## config.mk

```make
export PLATFORM = sky130hd
export DESIGN_NAME = arp_cache_and_responder
export DESIGN_NICKNAME = d
export VERILOG_FILES = /design/src/design/arpc_pkg.sv /design/src/design/arpc_ram.sv /design/src/design/arp_cache_and_responder.sv
export SDC_FILE = /design/constraint.sdc
export NUM_CORES = 1
export LEC_CHECK = 0
export BUFFER_PORTS_ARGS = -buffer_cell sky130_fd_sc_hd__buf_2
export CAP_MARGIN = 20
export CORE_MARGIN = 2
export CORE_UTILIZATION = 63
export DETAILED_ROUTE_END_ITERATION = 12
export GPL_TIMING_DRIVEN = 0
export PLACE_DENSITY = 0.85
export SKIP_CTS_REPAIR_TIMING = 1
export SLEW_MARGIN = 30
export SYNTH_ARGS = -nofsm -noshare
export SYNTH_HDL_FRONTEND = slang
export SYNTH_SLANG_ARGS = --single-unit
```

## constraint.sdc

```tcl
create_clock -name clk -period 22 [get_ports clk]
set_input_delay 4.4 -clock clk [delete_from_list [all_inputs] [get_ports clk]]
set_output_delay 4.4 -clock clk [all_outputs]
set_load 0.1 [all_outputs]
```

## src/design/arpc_pkg.sv

```systemverilog
// Shared types and constants for the ARP cache and responder.
`default_nettype none
package arpc_pkg;

  localparam int CACHE_ENTRIES = 8;
  localparam int IDX_W = $clog2(CACHE_ENTRIES);
  localparam int CNT_W = $clog2(CACHE_ENTRIES + 1);

  localparam int CFG_IDX_W = 2;
  localparam int CFG_DATA_W = 48;
  localparam logic [CFG_IDX_W-1:0] CFG_OWN_IP = 2'd0;
  localparam logic [CFG_IDX_W-1:0] CFG_OWN_MAC = 2'd1;

  localparam logic REQ_LOOKUP = 1'b0;
  localparam logic REQ_PACKET = 1'b1;

  localparam logic [1:0] STATUS_OK = 2'd0;
  localparam logic [1:0] STATUS_SHORT = 2'd1;
  localparam logic [1:0] STATUS_BAD_HW = 2'd2;
  localparam logic [1:0] STATUS_BAD_LEN = 2'd3;

  localparam logic [1:0] KIND_NONE = 2'd0;
  localparam logic [1:0] KIND_REPLY = 2'd1;
  localparam logic [1:0] KIND_REQUEST = 2'd2;

  localparam logic [15:0] ARP_MIN_LEN = 16'd28;
  localparam logic [15:0] HW_TYPE_ETH = 16'd1;
  localparam logic [7:0] HW_LEN_ETH = 8'd6;
  localparam logic [7:0] PADDR_LEN_IP = 8'd4;
  localparam logic [15:0] OP_REQUEST = 16'd1;
  localparam logic [47:0] MAC_BCAST = 48'hFFFF_FFFF_FFFF;

  typedef struct packed {
    logic        req_type;
    logic [31:0] lookup_ip;
    logic [15:0] pkt_len;
    logic [15:0] hw_type;
    logic [7:0]  hw_len;
    logic [7:0]  paddr_len;
    logic [15:0] opcode;
    logic [31:0] sender_ip;
    logic [47:0] sender_mac;
    logic [31:0] target_ip;
  } item_t;

  typedef struct packed {
    logic [1:0]  status;
    logic        hit;
    logic [47:0] found_mac;
    logic [1:0]  send_kind;
    logic [47:0] send_dst_mac;
    logic [31:0] send_target_ip;
  } result_t;

  typedef struct packed {
    logic [31:0] ip;
    logic [47:0] mac;
  } entry_t;

endpackage
`default_nettype wire

```

## src/design/arpc_ram.sv

```systemverilog
// Entry store: one write port, one read port with registered read data.
`default_nettype none
module arpc_ram (
  input  wire                              clk,
  input  wire                              wr_en,
  input  wire  [arpc_pkg::IDX_W-1:0]       wr_addr,
  input  arpc_pkg::entry_t                 wr_data,
  input  wire  [arpc_pkg::IDX_W-1:0]       rd_addr,
  output arpc_pkg::entry_t                 rd_data
);

  arpc_pkg::entry_t mem [arpc_pkg::CACHE_ENTRIES];
  arpc_pkg::entry_t rd_data_r;

  always_ff @(posedge clk) begin
    if (wr_en) begin
      mem[wr_addr] <= wr_data;
    end
  end

  always_ff @(posedge clk) begin
    rd_data_r <= mem[rd_addr];
  end

  assign rd_data = rd_data_r;

endmodule
`default_nettype wire

```

## src/design/arp_cache_and_responder.sv

```systemverilog
// Top level: ARP cache lookup, learning with oldest-first eviction, reply flagging.
//
// One transaction at a time: start is taken while busy is low, and exactly one
// result follows as a single-cycle out_valid strobe that cannot be held off.
// A packet that fails its checks answers in the cycle after it is taken. A
// lookup or a good packet walks the filled entries through the store's single
// read port, one entry per cycle behind its registered read data, stopping at
// the first match; a packet then passes through ST_WRITE for the write-back.
// With an empty cache a lookup answers straight from idle and a packet goes
// straight to ST_WRITE. Eviction costs nothing extra: the store is a ring
// whose oldest slot is overwritten. own_mac is accepted on the config port
// but no result field depends on it.
`default_nettype none
module arp_cache_and_responder (
  input  wire                                   clk,
  input  wire                                   rst_n,
  input  wire                                   start,
  output logic                                  busy,
  input  arpc_pkg::item_t                       in_item,
  output logic                                  out_valid,
  output arpc_pkg::result_t                     out_result,
  input  wire                                   cfg_we,
  input  wire  [arpc_pkg::CFG_IDX_W-1:0]        cfg_idx,
  input  wire  [arpc_pkg::CFG_DATA_W-1:0]       cfg_wdata
);

  typedef enum logic [1:0] {ST_IDLE, ST_SCAN, ST_WRITE} state_t;

  localparam logic [arpc_pkg::IDX_W-1:0] IDX_LAST =
    arpc_pkg::IDX_W'(arpc_pkg::CACHE_ENTRIES - 1);
  localparam logic [arpc_pkg::CNT_W-1:0] CNT_FULL =
    arpc_pkg::CNT_W'(arpc_pkg::CACHE_ENTRIES);

  state_t                       state_r;
  logic [arpc_pkg::CNT_W-1:0]   count_r;     // filled entries
  logic [arpc_pkg::IDX_W-1:0]   base_r;      // oldest slot once full
  logic [arpc_pkg::IDX_W-1:0]   addr_r;
  logic [arpc_pkg::IDX_W-1:0]   addr_prev_r;
  logic                         pend_r;      // read data matches addr_prev_r
  logic [arpc_pkg::IDX_W-1:0]   slot_r;
  logic                         new_r;
  logic                         is_pkt_r;
  logic                         reply_r;
  logic [31:0]                  key_r;
  logic [47:0]                  smac_r;
  logic [31:0]                  own_ip_r;
  logic                         out_valid_r;
  arpc_pkg::result_t            out_result_r;

  arpc_pkg::entry_t             rd_data;
  arpc_pkg::entry_t             wr_data;
  logic                         wr_en;
  logic [1:0]                   chk_status;
  logic                         accept;
  logic                         full;
  logic                         hit_now;
  logic                         last_now;
  logic [arpc_pkg::IDX_W-1:0]   free_slot;

  assign accept = start && (state_r == ST_IDLE);
  assign full = (count_r == CNT_FULL);
  assign free_slot = full ? base_r : count_r[arpc_pkg::IDX_W-1:0];
  assign hit_now = pend_r && (rd_data.ip == key_r);
  assign last_now = pend_r &&
    (arpc_pkg::CNT_W'(addr_prev_r) == (count_r - arpc_pkg::CNT_W'(1)));

  assign wr_en = (state_r == ST_WRITE);
  assign wr_data = '{ip: key_r, mac: smac_r};

  always_comb begin
    if (in_item.pkt_len < arpc_pkg::ARP_MIN_LEN) begin
      chk_status = arpc_pkg::STATUS_SHORT;
    end else if (in_item.hw_type != arpc_pkg::HW_TYPE_ETH) begin
      chk_status = arpc_pkg::STATUS_BAD_HW;
    end else if (in_item.hw_len != arpc_pkg::HW_LEN_ETH ||
                 in_item.paddr_len != arpc_pkg::PADDR_LEN_IP) begin
      chk_status = arpc_pkg::STATUS_BAD_LEN;
    end else begin
      chk_status = arpc_pkg::STATUS_OK;
    end
  end

  arpc_ram u_ram (
    .clk     (clk),
    .wr_en   (wr_en),
    .wr_addr (slot_r),
    .wr_data (wr_data),
    .rd_addr (addr_r),
    .rd_data (rd_data)
  );

  always_ff @(posedge clk) begin
    if (!rst_n) begin
      own_ip_r <= '0;
    end else if (cfg_we && cfg_idx == arpc_pkg::CFG_OWN_IP) begin
      own_ip_r <= cfg_wdata[31:0];
    end
  end

  always_ff @(posedge clk) begin
    if (!rst_n) begin
      state_r     <= ST_IDLE;
      count_r     <= '0;
      base_r      <= '0;
      pend_r      <= 1'b0;
      out_valid_r <= 1'b0;
    end else begin
      out_valid_r <= 1'b0;
      case (state_r)
        ST_IDLE: begin
          if (accept) begin
            is_pkt_r <= in_item.req_type;
            key_r    <= (in_item.req_type == arpc_pkg::REQ_PACKET) ?
                        in_item.sender_ip : in_item.lookup_ip;
            smac_r   <= in_item.sender_mac;
            reply_r  <= (in_item.opcode == arpc_pkg::OP_REQUEST) &&
                        (in_item.target_ip == own_ip_r);
            addr_r   <= '0;
            pend_r   <= 1'b0;
            slot_r   <= '0;
            new_r    <= 1'b1;
            if (in_item.req_type == arpc_pkg::REQ_PACKET &&
                chk_status != arpc_pkg::STATUS_OK) begin
              out_valid_r         <= 1'b1;
              out_result_r        <= '0;
              out_result_r.status <= chk_status;
            end else if (count_r != '0) begin
              state_r <= ST_SCAN;
            end else if (in_item.req_type == arpc_pkg::REQ_PACKET) begin
              state_r <= ST_WRITE;
            end else begin
              out_valid_r                 <= 1'b1;
              out_result_r                <= '0;
              out_result_r.send_kind      <= arpc_pkg::KIND_REQUEST;
              out_result_r.send_dst_mac   <= arpc_pkg::MAC_BCAST;
              out_result_r.send_target_ip <= in_item.lookup_ip;
            end
          end
        end
        ST_SCAN: begin
          pend_r      <= 1'b1;
          addr_prev_r <= addr_r;
          if (addr_r != IDX_LAST) begin
            addr_r <= addr_r + 1'b1;
          end
          if (hit_now || last_now) begin
            if (is_pkt_r) begin
              slot_r  <= hit_now ? addr_prev_r : free_slot;
              new_r   <= !hit_now;
              state_r <= ST_WRITE;
            end else begin
              out_valid_r  <= 1'b1;
              out_result_r <= '0;
              state_r      <= ST_IDLE;
              if (hit_now) begin
                out_result_r.hit       <= 1'b1;
                out_result_r.found_mac <= rd_data.mac;
              end else begin
                out_result_r.send_kind      <= arpc_pkg::KIND_REQUEST;
                out_result_r.send_dst_mac   <= arpc_pkg::MAC_BCAST;
                out_result_r.send_target_ip <= key_r;
              end
            end
          end
        end
        ST_WRITE: begin
          if (new_r) begin
            if (full) begin
              base_r <= (base_r == IDX_LAST) ? '0 : base_r + 1'b1;
            end else begin
              count_r <= count_r + 1'b1;
            end
          end
          out_valid_r  <= 1'b1;
          out_result_r <= '0;
          if (reply_r) begin
            out_result_r.send_kind      <= arpc_pkg::KIND_REPLY;
            out_result_r.send_dst_mac   <= smac_r;
            out_result_r.send_target_ip <= key_r;
          end
          state_r <= ST_IDLE;
        end
        default: begin
          state_r <= ST_IDLE;
        end
      endcase
    end
  end

  assign busy = (state_r != ST_IDLE);
  assign out_valid = out_valid_r;
  assign out_result = out_result_r;

endmodule
`default_nettype wire

```

# Yosys cells after proc, flatten, opt, wreduce, memory -nomap -nowiden
# Memories as Yosys holds them, arrays and structs flattened. A register that Yosys moved wholly into a read port is not among the register bits.
# Index checks and enable logic that the tools add are counted.
[op_classes]
multipliers = 0
n_lt_le_gt_ge = 1
n_div = 0
add_sub_neg = 4
shift = 0
n_eq_ne = 21
n_reduce_logical = 25
bitwise = 1
mux = 45
[ops]
columns = ["cell", "n"]
rows = [
  ["two-way mux 133 bit", 6],
  ["one-hot mux 133 bit (3 select lines)", 1],
  ["two-way mux 82 bit", 1],
  ["two-way mux 81 bit", 1],
  ["equality test 32 bit", 2],
  ["two-way mux 49 bit", 1],
  ["two-way mux 32 bit", 1],
  ["two-way mux 3 bit", 7],
  ["two-way mux 2 bit", 9],
  ["equality test 16 x 1 -> 1 bit, second input constant", 1],
  ["less-than comparator 16 x 5 -> 1 bit, second input constant", 1],
  ["inequality test 16 x 1 -> 1 bit, second input constant", 1],
  ["inequality test 8 x 3 -> 1 bit, second input constant", 2],
  ["two-way mux 1 bit", 12],
  ["inequality test 2 bit, second input constant", 6],
  ["one-hot mux 3 bit (2 select lines)", 2],
  ["AND reduction 3 bit", 3],
  ["AND reduction 4 bit", 2],
  ["AND reduction 7 bit", 1],
  ["adder 3 x 1 -> 3 bit, second input constant", 2],
  ["logical AND 1 bit", 6],
  ["inequality test 3 x 2 -> 1 bit, second input constant", 2],
  ["inequality test 3 bit, second input constant", 2],
  ["nonzero test 2 bit", 3],
  ["other kinds (18)", 22],
]
[totals]
latch_bits = 0
n_memories = 1
inputBits = 263
ramBits = 640
regBits = 268
rom_bits = 0
[mem_list]
columns = ["name", "depth", "word_bits", "rd", "rd_ports_with_merged_regs", "wr", "line_no", "source"]
rows = [
  ["u_ram.mem", 8, 80, 1, 1, 1, "arpc_ram.sv:12", "arpc_pkg::entry_t mem [arpc_pkg::CACHE_ENTRIES];"],
]

# Longest topological paths before layout
# Gate-level depths: netlist (run 1).
[logic_depth]
ltp_word = 10
ltp_mapped = 9
ltp_nobuf = 8

# Modules after synthesis
# From an unflattened synthesis (run 1), not the netlist that was laid out.
[hier_totals]
hier_cells = 1803
area_unflattened_um2 = 36896.6
[by_module_without_submodules]
columns = ["mod", "seq_area_each_um2", "area_per_inst_um2", "instances", "cells_per_inst"]
rows = [
  ["arpc_ram", 20820.0, 25654.6, 1, 1018],
  ["arp_cache_and_responder", 7617.3, 11242.0, 1, 785],
]

# Worst setup path before layout (run 1)
# No wires, ideal clock.
[synth_timing]
path_kind = "input to register"
start = "in in_item[163] (netlist bit)"
end = "reg out_result_r (netlist bit out_result[0]) (enable)"
setup_time_ns = 0.823
path_slack_ns = 6.157
arrival_time_ns = 15.021
stages = 6
path_buffers = 0
path_cell_list = "and3_1 > nor4_1 > a311oi_1 > nor2_1 > o21ai_0 > a211oi_1"
[synth_via]
elab_chain_cells = 6
word_cells_on_any_way = 7
[synth_lines]
columns = ["element", "line_no", "source"]
rows = [
  ["start, declared", "arp_cache_and_responder.sv:19", "input arpc_pkg::item_t in_item,"],
  ["less-than comparator 16 x 5 -> 1 bit *", "arp_cache_and_responder.sv:71", "if (in_item.pkt_len < arpc_pkg::ARP_MIN_LEN) begin"],
  ["two-way mux 2 bit *", "arp_cache_and_responder.sv:71", ""],
  ["nonzero test 2 bit *", "arp_cache_and_responder.sv:123", "chk_status != arpc_pkg::STATUS_OK) begin"],
  ["logical AND 1 bit *", "arp_cache_and_responder.sv:122", "if (in_item.req_type == arpc_pkg::REQ_PACKET &&"],
  ["inequality test 3 bit (no source line) / inequality test 3 x 2 -> 1 bit (equally long branches)", "-", ""],
  ["AND reduction 7 bit (no source line) *", "-", ""],
  ["end, declared", "arp_cache_and_responder.sv:48", "arpc_pkg::result_t out_result_r;"],
]
# Every way passes the cells marked *; elsewhere a longest branch is shown, timed or not.
# A chain may end at the register's enable or synchronous reset.

# Worst setup path in the final report (run 1)
[layout_timing]
start = "in in_item[145] (netlist bit)"
end = "reg out_result_r (netlist bit out_result[14]), data pin"
[layout_via]
elab_chain_cells = 8
[layout_lines]
columns = ["element", "line_no", "source"]
rows = [
  ["inequality test 16 x 1 -> 1 bit", "arp_cache_and_responder.sv:73", "end else if (in_item.hw_type != arpc_pkg::HW_TYPE_ETH) begin"],
  ["two-way mux 2 bit", "arp_cache_and_responder.sv:73", ""],
  ["two-way mux 2 bit", "arp_cache_and_responder.sv:71", ""],
  ["nonzero test 2 bit", "arp_cache_and_responder.sv:123", ""],
  ["logical AND 1 bit", "arp_cache_and_responder.sv:122", ""],
  ["two-way mux 133 bit", "arp_cache_and_responder.sv:122", ""],
  ["two-way mux 133 bit", "arp_cache_and_responder.sv:111", "if (accept) begin"],
  ["one-hot mux 133 bit (3 select lines)", "arp_cache_and_responder.sv:109", "case (state_r)"],
]
# No other way between the ends. The select of a mux whose other input is x is not followed.

==> flow_summary.toml, run 1 <==
[run_status]
status = "finished, final reports clean"

[power]
ir_worst_vdd_mv = 0.1297
combPwrFrac_pct = 17.1
power_density_mw_per_mm2 = 109.6
power_frac_clock_pct = 35.5
p_seq_share_pct = 47.3
power.leakage_nw = 15.39
p_switching_w = 0.001407
p_int_w = 0.003454
switching_share_pct = 28.94

[worst_setup_path]
start_kind = "input port"
rr_worst_depth = 11
critPathCaptureType = "register"
rr_startpoint = "key_r[31]$_DFFE_PP_"
path_class = "in2reg"
worstPathMaxFanout = 10
rrSetupSlack_ps = 17570
path_cells = "buf_2 -> nor4b_1 -> nand4_1 -> a311oi_1 -> nor2_1 -> nor2_1 -> buf_2 -> a22o_1"
slowest_stage = "nor4b_1"
arrival_ps = 8270
cp_slowest_stage_delay_ps = 870
r2r-end = "out_result[129]$_DFFE_PP_"
cp.required_ps = 22470

[synth]
synth_flop_cell = "edfxtp_1"
synth-async-reset-ratio_pct = 0
synthCells = 1864
synth_nets = 2137
ys_ff_latch = 988
synth_cell_types = 40
ys_warn_count = 0
syn_area_per_cell_um2 = 19.73
synth_edf_count = 865
yosysSeqAreaShare_pct = 77.32
syn_area_mm2 = 0.03678

[detailed_routing]
routedWlPerCell_um = 30.04
viasPerCell = 6.487
drt-initial-drc-count = 2567
drt_first_pass_iters = 5
drc = 0
final_antenna_net_count = 0
vias = 21170
routed_wirelength_um = 98050

[clock_tree]
cts_buffers = 95
cts_tree = "done"
clkLatencyLatePin_ps = 660
htreeDepth = 3
clock_sinks = 988
path_clk_slew_ps = 60
cts_buffer_depth = 3
root_buffer = "clkbuf_16"

[final_layout]
synthToLayoutAreaGrowth_pct = 20.60
final_cells = 3264
final_common_cell = "edfxtp_1"
layout_common_cells = "edfxtp_1, buf_2, mux4_2"
drive_gt1_share_pct = 36.74
nets = 2688

[floorplanning]
fp.dieW_um = 245.6
die_height_um = 245.6
core_area_mm2 = 0.05770
rows = 88
pin_count = 398
design.die.area_mm2 = 0.06033
initial_core_util_pct = 63.74

[min_path]
hp-start = "own_ip_r[11]$_SDFFE_PN0P_"
whs_path_depth = 2
hold_class = "reg2reg"
min_to = "own_ip_r[11]$_SDFFE_PN0P_"

[timing]
finalCritPeriodShare_pct = 35.42
finClkSkew_ps = 29.98
hold_violations = 0
worst_slew_pin_slew_ps = 1013
rsz0062_at_grt = "false"
fin_crit_ps = 7792
finalSetupTns_ps = 0
max_freq_ghz = 0.1283
finalWorstSetupSlack_ps = 14210
maxSlewViolCount = 0
worst_hold_slack_ps = 471.2
setup_viol = 0
slew_headroom_pct = 31.53

[placed_design]
routabilityCongestion = 0.9285
post-place-ws_ps = 13780
io_buffer_count = 379
dp_hpwl_um = 62200
place_inst = 3083

[grt]
antenna_found_initial = 5
grt_overflow_total = 0
grt_first_pass_wirelength_um = 141900
grt_max_degree = 24
first_global_vias = 21900
grt_usage_pct = 33.02

[job]
drv_cap = 0
metrics by stage:
step | instance area, um^2 | total power [W] | util (%)
final | 44350 | 0.004861 | 76.87
after global routing | 44350 | 0.004974 | 76.87
after CTS | 44340 | 0.004861 | 76.85
after detailed placement | 41030 | 0.003144 | 71.11
after global placement | 39630 | 0.003110 | 68.69
after floorplan | 36780 | 0.002896 | -
routing by layer:
layer	global-route usage [%]	wire length (um)	part of all wire, %	vias up
met5	0	30	0.031	-
met4	15.38	4959	5.1	4
met3	6.112	10120	10	287
met2	56.21	49750	51	1670
met1	41.53	33180	34	10670
li1	-	-	-	8540
worst max path at each step:
stage	from	end	slack [ps]	cells past startpoint
after global placement	in_item[208]	out_result[125]$_DFFE_PP_	990	6
after CTS	in_item[145]	out_result[14]$_DFFE_PP_	14440	8
after detailed placement	in_item[145]	out_result[14]$_DFFE_PP_	13780	8
after global routing	in_item[145]	out_result[129]$_DFFE_PP_	14360	11
after floorplan	in_item[163]	out_result[0]$_DFFE_PP_	6160	6
final	in_item[145]	out_result[14]$_DFFE_PP_	14210	8
critical path: cells and delay by family:
kind | cells | cell delay (ps)
and+or+nand+nor | 4 | 2260
buffers and inverters | 2 | 580
AOI/OAI and AO/OA | 2 | 1000
cell families after synthesis:
group | Yosys count | synth area share, %
flops | 988 | 77.32
mux | 281 | 13.48
simple gates | 222 | 3.072
compound gates | 185 | 2.939
buf+inv | 108 | 1.181
xor+xnor | 70 | 1.667
fa+ha+maj | 10 | 0.3402
power by group through the flow:
stage          clock network, W  registers [W]  logic, W
6_report                0.00173        0.00230  0.000833
5_1_grt                 0.00180        0.00231  0.000861
4_1_cts                 0.00173        0.00230  0.000828
3_5_place_dp                  0        0.00233  0.000813
3_3_place_gp                  0        0.00237  0.000739
2_1_floorplan                 0        0.00263  0.000270
synthesized netlist by cell type, types with 4 or more instances:
cell type | instances | area (um^2)
ha_1 | 10 | 125.1
dfxtp_1 | 123 | 2462
xnor2_1 | 11 | 96.34
nand2b_1 | 4 | 25.02
nand2_1 | 83 | 311.6
nor2_1 | 26 | 97.59
nor3_1 | 4 | 20.02
edfxtp_1 | 865 | 25970
o21ai_0 | 52 | 260.3
mux4_2 | 160 | 3603
and3_1 | 4 | 25.02
a21oi_1 | 85 | 425.4
mux2i_1 | 7 | 70.07
inv_1 | 11 | 41.29
buf_2 | 23 | 115.1
and2_1 | 51 | 319.1
mux2_2 | 114 | 1284
nor4b_1 | 6 | 52.55
buf_1 | 16 | 60.06
nand4_1 | 8 | 50.05
clkbuf_1 | 56 | 210.2
nor4_1 | 27 | 168.9
xor2_1 | 59 | 516.8
o21ai_1 | 5 | 25.02
a22o_1 | 32 | 280.3
layout make-up:
| class | count | area (um^2) |
|---|---|---|
| Multi-Input combinational cell | 768 | 7981 |
| Fill cell | 3004 | 13340 |
| Timing Repair Buffer | 454 | 3212 |
| Buffer | 95 | 394.1 |
| Inverter | 13 | 48.80 |
| Clock inverter | 51 | 664.4 |
| Sequential cell | 988 | 28440 |
| Clock buffer | 127 | 2650 |
| Antenna cell | 3 | 7.507 |
| Tap cell | 765 | 957.2 |
sequential cells by signal, summed over array words and instances (netlist names), 2 cells and up:
name and cells:
count_r 4, u_ram.rd_data 80, addr_prev_r 3, own_ip_r 32
state_r 2, addr_r 3, base_r 3, slot_r 3
u_ram.mem 640, smac_r 48, out_result 133, key_r 32
No activity file was read; power rests on OpenSTA's default activity.
==> run 2, diff against run 1 <==
--- a/config.mk
+++ b/config.mk
@@ -8,10 +8,10 @@
 export BUFFER_PORTS_ARGS = -buffer_cell sky130_fd_sc_hd__buf_2
 export CAP_MARGIN = 20
 export CORE_MARGIN = 2
-export CORE_UTILIZATION = 63
+export CORE_UTILIZATION = 53
 export DETAILED_ROUTE_END_ITERATION = 12
 export GPL_TIMING_DRIVEN = 0
-export PLACE_DENSITY = 0.85
+export PLACE_DENSITY = 0.76
 export SKIP_CTS_REPAIR_TIMING = 1
 export SLEW_MARGIN = 30
 export SYNTH_ARGS = -nofsm -noshare
==> constraint.sdc (replaced) <==
create_clock -name clk -period 6.68 [get_ports clk]
set_input_delay 1.336 -clock clk [delete_from_list [all_inputs] [get_ports clk]]
set_output_delay 1.336 -clock clk [all_outputs]
set_load 0.1 [all_outputs]
==> flow_summary.toml, run 2 (synthesis results as in run 1) <==
[run_status]
status = "finished, final reports clean"

[timing]
worst_slew_pin_slew_ps = 943.4
finalSetupTns_ps = 0
hold_violations = 0
finClkSkew_ps = 40.99
maxSlewViolCount = 0
rsz0062_at_grt = "false"
slew_headroom_pct = 37.11
setup_viol = 0
finalCritPeriodShare_pct = 65.70
max_freq_ghz = 0.2279
fin_crit_ps = 4389

[worst_setup_path]
arrival_ps = 4750
cpMostUsedCell = "buf_6"
rr_startpoint = "key_r[31]$_DFFE_PP_"
cp_top_family = "simple AND/OR/NAND/NOR gates"
cp-endpoint = "out_result[126]$_DFFE_PP_"
r2r-end = "out_result[126]$_DFFE_PP_"
path_class = "reg2reg"
rr_worst_depth = 11
cp.required_ps = 7040
crit_start = "key_r[31]$_DFFE_PP_"
worstPathMaxFanout = 15
path_cells = "xor2_1 -> nor4_1 -> nand2_1 -> nor4_1 -> buf_2 -> nor3_1 -> a211oi_4 -> buf_6 -> buf_6 -> buf_6 -> buf_6"
start_kind = "register"
critPathBufInv = 5
crit_cells = 11
critPathCaptureType = "register"
rrSetupSlack_ps = 2290
slowest_stage = "a211oi_4"
cp_slowest_stage_delay_ps = 680

[min_path]
hold_class = "reg2reg"
whs_path_depth = 2

[final_layout]
largest_reg_flops = 640
max_flop_register = "u_ram.mem"
synthToLayoutAreaGrowth_pct = 21.27
nets = 2680
final_cells = 3422
layout_common_cells = "edfxtp_1, buf_2, mux4_2"
final_common_cell = "edfxtp_1"
final_util_pct = 64.91
nFillCells = 4568
diodes = 0
drive_gt1_share_pct = 36.89

[clock_tree]
path_clk_slew_ps = 70
clock_sinks = 988
root_buffer = "clkbuf_16"
clkLatencyLatePin_ps = 670
cts_buffers = 99
cts_buffer_depth = 3
htreeDepth = 3
cts_tree = "done"

[floorplanning]
design.die.area_mm2 = 0.07152
fp.dieW_um = 267.4
pin_count = 398
initial_core_util_pct = 53.53
rows = 96
die_height_um = 267.4
core_area_mm2 = 0.06871

[placed_design]
dp_hpwl_um = 58080
io_buffer_count = 379
place_inst = 3237
routabilityCongestion = 0.8618

[grt]
antenna_found_initial = 2
grt_first_pass_wirelength_um = 127100
grt_usage_pct = 24.50
grt_overflow_total = 0
grt_max_degree = 22
first_global_vias = 20490

[job]
drv_cap = 0

[detailed_routing]
vias = 19910
routed_wirelength_um = 87160
viasPerCell = 5.819
final_antenna_net_count = 0
drc = 0
routedWlPerCell_um = 25.47
drt-initial-drc-count = 2057
drt_first_pass_iters = 5

[power]
total_power_w = 0.01589
ir_worst_vdd_mv = 0.2531
power.leakage_nw = 15.37
power_density_mw_per_mm2 = 356.3
## run 2: cell count changes in the layout (fill, tap and decap cells not counted), moves of 4 or more
cell / delta
buf_4: -23
clkinv_2: +8
buf_8: +6
clkbuf_8: -6
clkinv_1: -5
inv_6: +5
buf_6: +4
## run 2: final cells by class
class / count / area (um^2) / area share [%]
clock inverter: 63 / 738.2 / 1.655
inverter: 13 / 48.80 / 0.1094
tap: 931 / 1165 / 2.612
multi-input combinational: 768 / 7994 / 17.92
timing repair buffer: 442 / 3187 / 7.145
clock buffer: 122 / 2635 / 5.908
sequential: 988 / 28440 / 63.76
buffer: 95 / 394.1 / 0.8837
## run 2: how the worst min path moves through the flow
stage,from,endpoint,slack (ps)
4_1_cts,own_ip_r[14]$_SDFFE_PN0P_,own_ip_r[14]$_SDFFE_PN0P_,470
3_3_place_gp,own_ip_r[28]$_SDFFE_PN0P_,own_ip_r[28]$_SDFFE_PN0P_,460
6_report,own_ip_r[14]$_SDFFE_PN0P_,own_ip_r[14]$_SDFFE_PN0P_,470
2_1_floorplan,pend_r$_SDFFE_PN0P_,pend_r$_SDFFE_PN0P_,440
5_1_grt,own_ip_r[22]$_SDFFE_PN0P_,own_ip_r[22]$_SDFFE_PN0P_,480
3_5_place_dp,own_ip_r[14]$_SDFFE_PN0P_,own_ip_r[14]$_SDFFE_PN0P_,460
## run 2: per-stage QoR
stage / instance area, um^2 / hold WS [ps] / setup WS [ps]
after floorplan: 36800 / 443.8 / 517.9
after global placement: 39860 / 455.3 / -1989
after detailed placement: 41220 / 460.0 / 1955
after CTS: 44590 / 469.0 / 2263
after global routing: 44600 / 482.9 / 2162
final: 44600 / 468.3 / 2291
## run 2: report_power, final
group | leakage [nW] | switching [W] | internal [W]
Sequential | 8.92 | 0.000234 | 0.00731
Combinational | 4.80 | 0.00195 | 0.000720
Clock | 1.64 | 0.00237 | 0.00330
## run 2: worst register-to-register path: stages, from the launching register on
cell	delay, ps
edfxtp_1	580
xor2_1	230
nor4_1	660
nand2_1	220
nor4_1	390
buf_2	300
nor3_1	140
a211oi_4	680
buf_6	290
buf_6	200
buf_6	200
buf_6	200
## run 2: routing by layer
| metal | vias to the layer above | GRT usage, % | wire (um) |
|---|---|---|---|
| met3 | 176 | 5.048 | 6766 |
| met5 | - | 0 | 36 |
| met1 | 10260 | 32.30 | 33750 |
| met2 | 953 | 40.88 | 43700 |
| li1 | 8515 | - | - |
| met4 | 6 | 8.531 | 2905 |
==> run 3, diff against run 2 <==
--- a/config.mk
+++ b/config.mk
@@ -8,10 +8,10 @@
 export BUFFER_PORTS_ARGS = -buffer_cell sky130_fd_sc_hd__buf_2
 export CAP_MARGIN = 20
 export CORE_MARGIN = 2
-export CORE_UTILIZATION = 53
+export CORE_UTILIZATION = 58
 export DETAILED_ROUTE_END_ITERATION = 12
 export GPL_TIMING_DRIVEN = 0
-export PLACE_DENSITY = 0.76
+export PLACE_DENSITY = 0.79
 export SKIP_CTS_REPAIR_TIMING = 1
 export SLEW_MARGIN = 30
 export SYNTH_ARGS = -nofsm -noshare
==> constraint.sdc (replaced) <==
create_clock -name clk -period 4.05 [get_ports clk]
set_input_delay 0.81 -clock clk [delete_from_list [all_inputs] [get_ports clk]]
set_output_delay 0.81 -clock clk [all_outputs]
set_load 0.1 [all_outputs]
==> flow_summary.toml, run 3 (synthesis results as in run 1) <==
[clock_tree]
htreeDepth = 3
cts_buffer_depth = 3
clock_sinks = 988
path_clk_slew_ps = 60
cts_buffers = 97
cts_tree = "done"
clkLatencyLatePin_ps = 680
root_buffer = "clkbuf_16"

[min_path]
whs_path_depth = 1
hold_class = "in2reg"
min_to = "smac_r[27]$_DFFE_PP_"
hp-start = "in_item[59]"

[job]
drv_cap = 0

[timing]
finClkSkew_ps = 53.79
slew_headroom_pct = 37.38
setup_viol = 0
finalCritPeriodShare_pct = 93.72
worst_slew_pin_slew_ps = 939.4
max_freq_ghz = 0.2635
rsz0062_at_grt = "false"
maxSlewViolCount = 0
fin_crit_ps = 3796
hold_violations = 0

[power]
total_power_w = 0.02629
power_density_mw_per_mm2 = 589.5
ir_worst_vdd_mv = 0.4541
power.leakage_nw = 15.39

[final_layout]
final_common_cell = "edfxtp_1"
final_util_pct = 70.95
regArea_mm2 = 0.02844
largest_reg_flops = 640
nFillCells = 3764
max_flop_register = "u_ram.mem"
layout_common_cells = "edfxtp_1, buf_2, mux4_2"
synthToLayoutAreaGrowth_pct = 21.24
drive_gt1_share_pct = 37.04
multi_input_area_mm2 = 0.008061
nets = 2680
final_cells = 3339

[grt]
grt_max_degree = 19
antenna_found_initial = 2
first_global_vias = 21140
grt_usage_pct = 27.61
grt_first_pass_wirelength_um = 132800
grt_overflow_total = 0

[run_status]
status = "finished, final reports clean"

[worst_setup_path]
start_kind = "register"
rr_startpoint = "key_r[18]$_DFFE_PP_"
r2r-end = "out_result[126]$_DFFE_PP_"
arrival_ps = 4140
rr_worst_depth = 11
cp.required_ps = 4400
critPathCaptureType = "register"
rrSetupSlack_ps = 250
path_class = "reg2reg"
worstPathMaxFanout = 13

[floorplanning]
initial_core_util_pct = 58.52
die_height_um = 255.8
fp.dieW_um = 255.8
core_area_mm2 = 0.06285
design.die.area_mm2 = 0.06544
rows = 92
pin_count = 398

[detailed_routing]
drc = 0
drt-initial-drc-count = 2240
final_antenna_net_count = 0
vias = 20110
viasPerCell = 6.022
routedWlPerCell_um = 26.94
routed_wirelength_um = 89960
drt_first_pass_iters = 5

[placed_design]
place_inst = 3154
dp_hpwl_um = 57950
io_buffer_count = 379
routabilityCongestion = 0.8871
-- run 3: cell types whose count changed in the layout (fill, tap and decap cells not counted), sizes merged --
cell      delta
clkinvlp     -3
diode        +1
inv          -4
clkinv       -9
buf          +3
clkbuf      +14
-- run 3: power breakdown --
group          internal, W  switching [W]  total (W)
Clock              0.00548        0.00389    0.00937
Sequential          0.0121       0.000404     0.0125
Combinational      0.00120        0.00326    0.00445
-- run 3: cell type report --
cell class                 count  area share, %
antenna                        1       0.005612
buffer                        95         0.8923
clock buffer                 137          6.050
clock inverter                47          1.515
inverter                      13         0.1094
multi-input combinational    768          18.08
sequential                   988          63.77
tap                          846          2.374
timing repair buffer         444          7.200
-- run 3: metal layers --
metal / up-vias / track usage, % / routed length (um)
li1: 8517 / - / -
met1: 10280 / 35.50 / 32980
met2: 1125 / 47.15 / 46380
met3: 180 / 4.763 / 7301
met4: 4 / 11.27 / 3265
met5: - / 0 / 27
-- run 3: how the worst max path moves through the flow --
stage	start	endpoint	slack (ps)
6_report	key_r[18]$_DFFE_PP_	out_result[126]$_DFFE_PP_	250
5_1_grt	key_r[18]$_DFFE_PP_	out_result[102]$_DFFE_PP_	110
4_1_cts	key_r[18]$_DFFE_PP_	out_result[84]$_DFFE_PP_	290
3_5_place_dp	key_r[31]$_DFFE_PP_	out_result[105]$_DFFE_PP_	250
3_3_place_gp	key_r[31]$_DFFE_PP_	out_result[84]$_DFFE_PP_	-3870
2_1_floorplan	in_item[163]	out_result[0]$_DFFE_PP_	-1460
-- run 3: metrics by stage --
stage	hold WS, ps	TNS [ps]	setup WS, ps	area, um^2
6_report	311.2	0	254.3	44590
5_1_grt	294.6	0	111.6	44590
4_1_cts	283.5	0	291.1	44580
3_5_place_dp	458.9	0	253.8	41210
3_3_place_gp	454.8	-1505080	-3874	39860
2_1_floorplan	448.1	-194070	-1459	36900
-- run 3: critical path, cell delays in order (launching register included) --
cell      delay [ps]
edfxtp_1         550
xor2_1           240
nor4_1           560
nand4_1          250
nor4_1           360
buf_2            300
nor3_2           110
a211oi_4         250
buf_6            230
buf_6            200
buf_6            190
buf_6            180
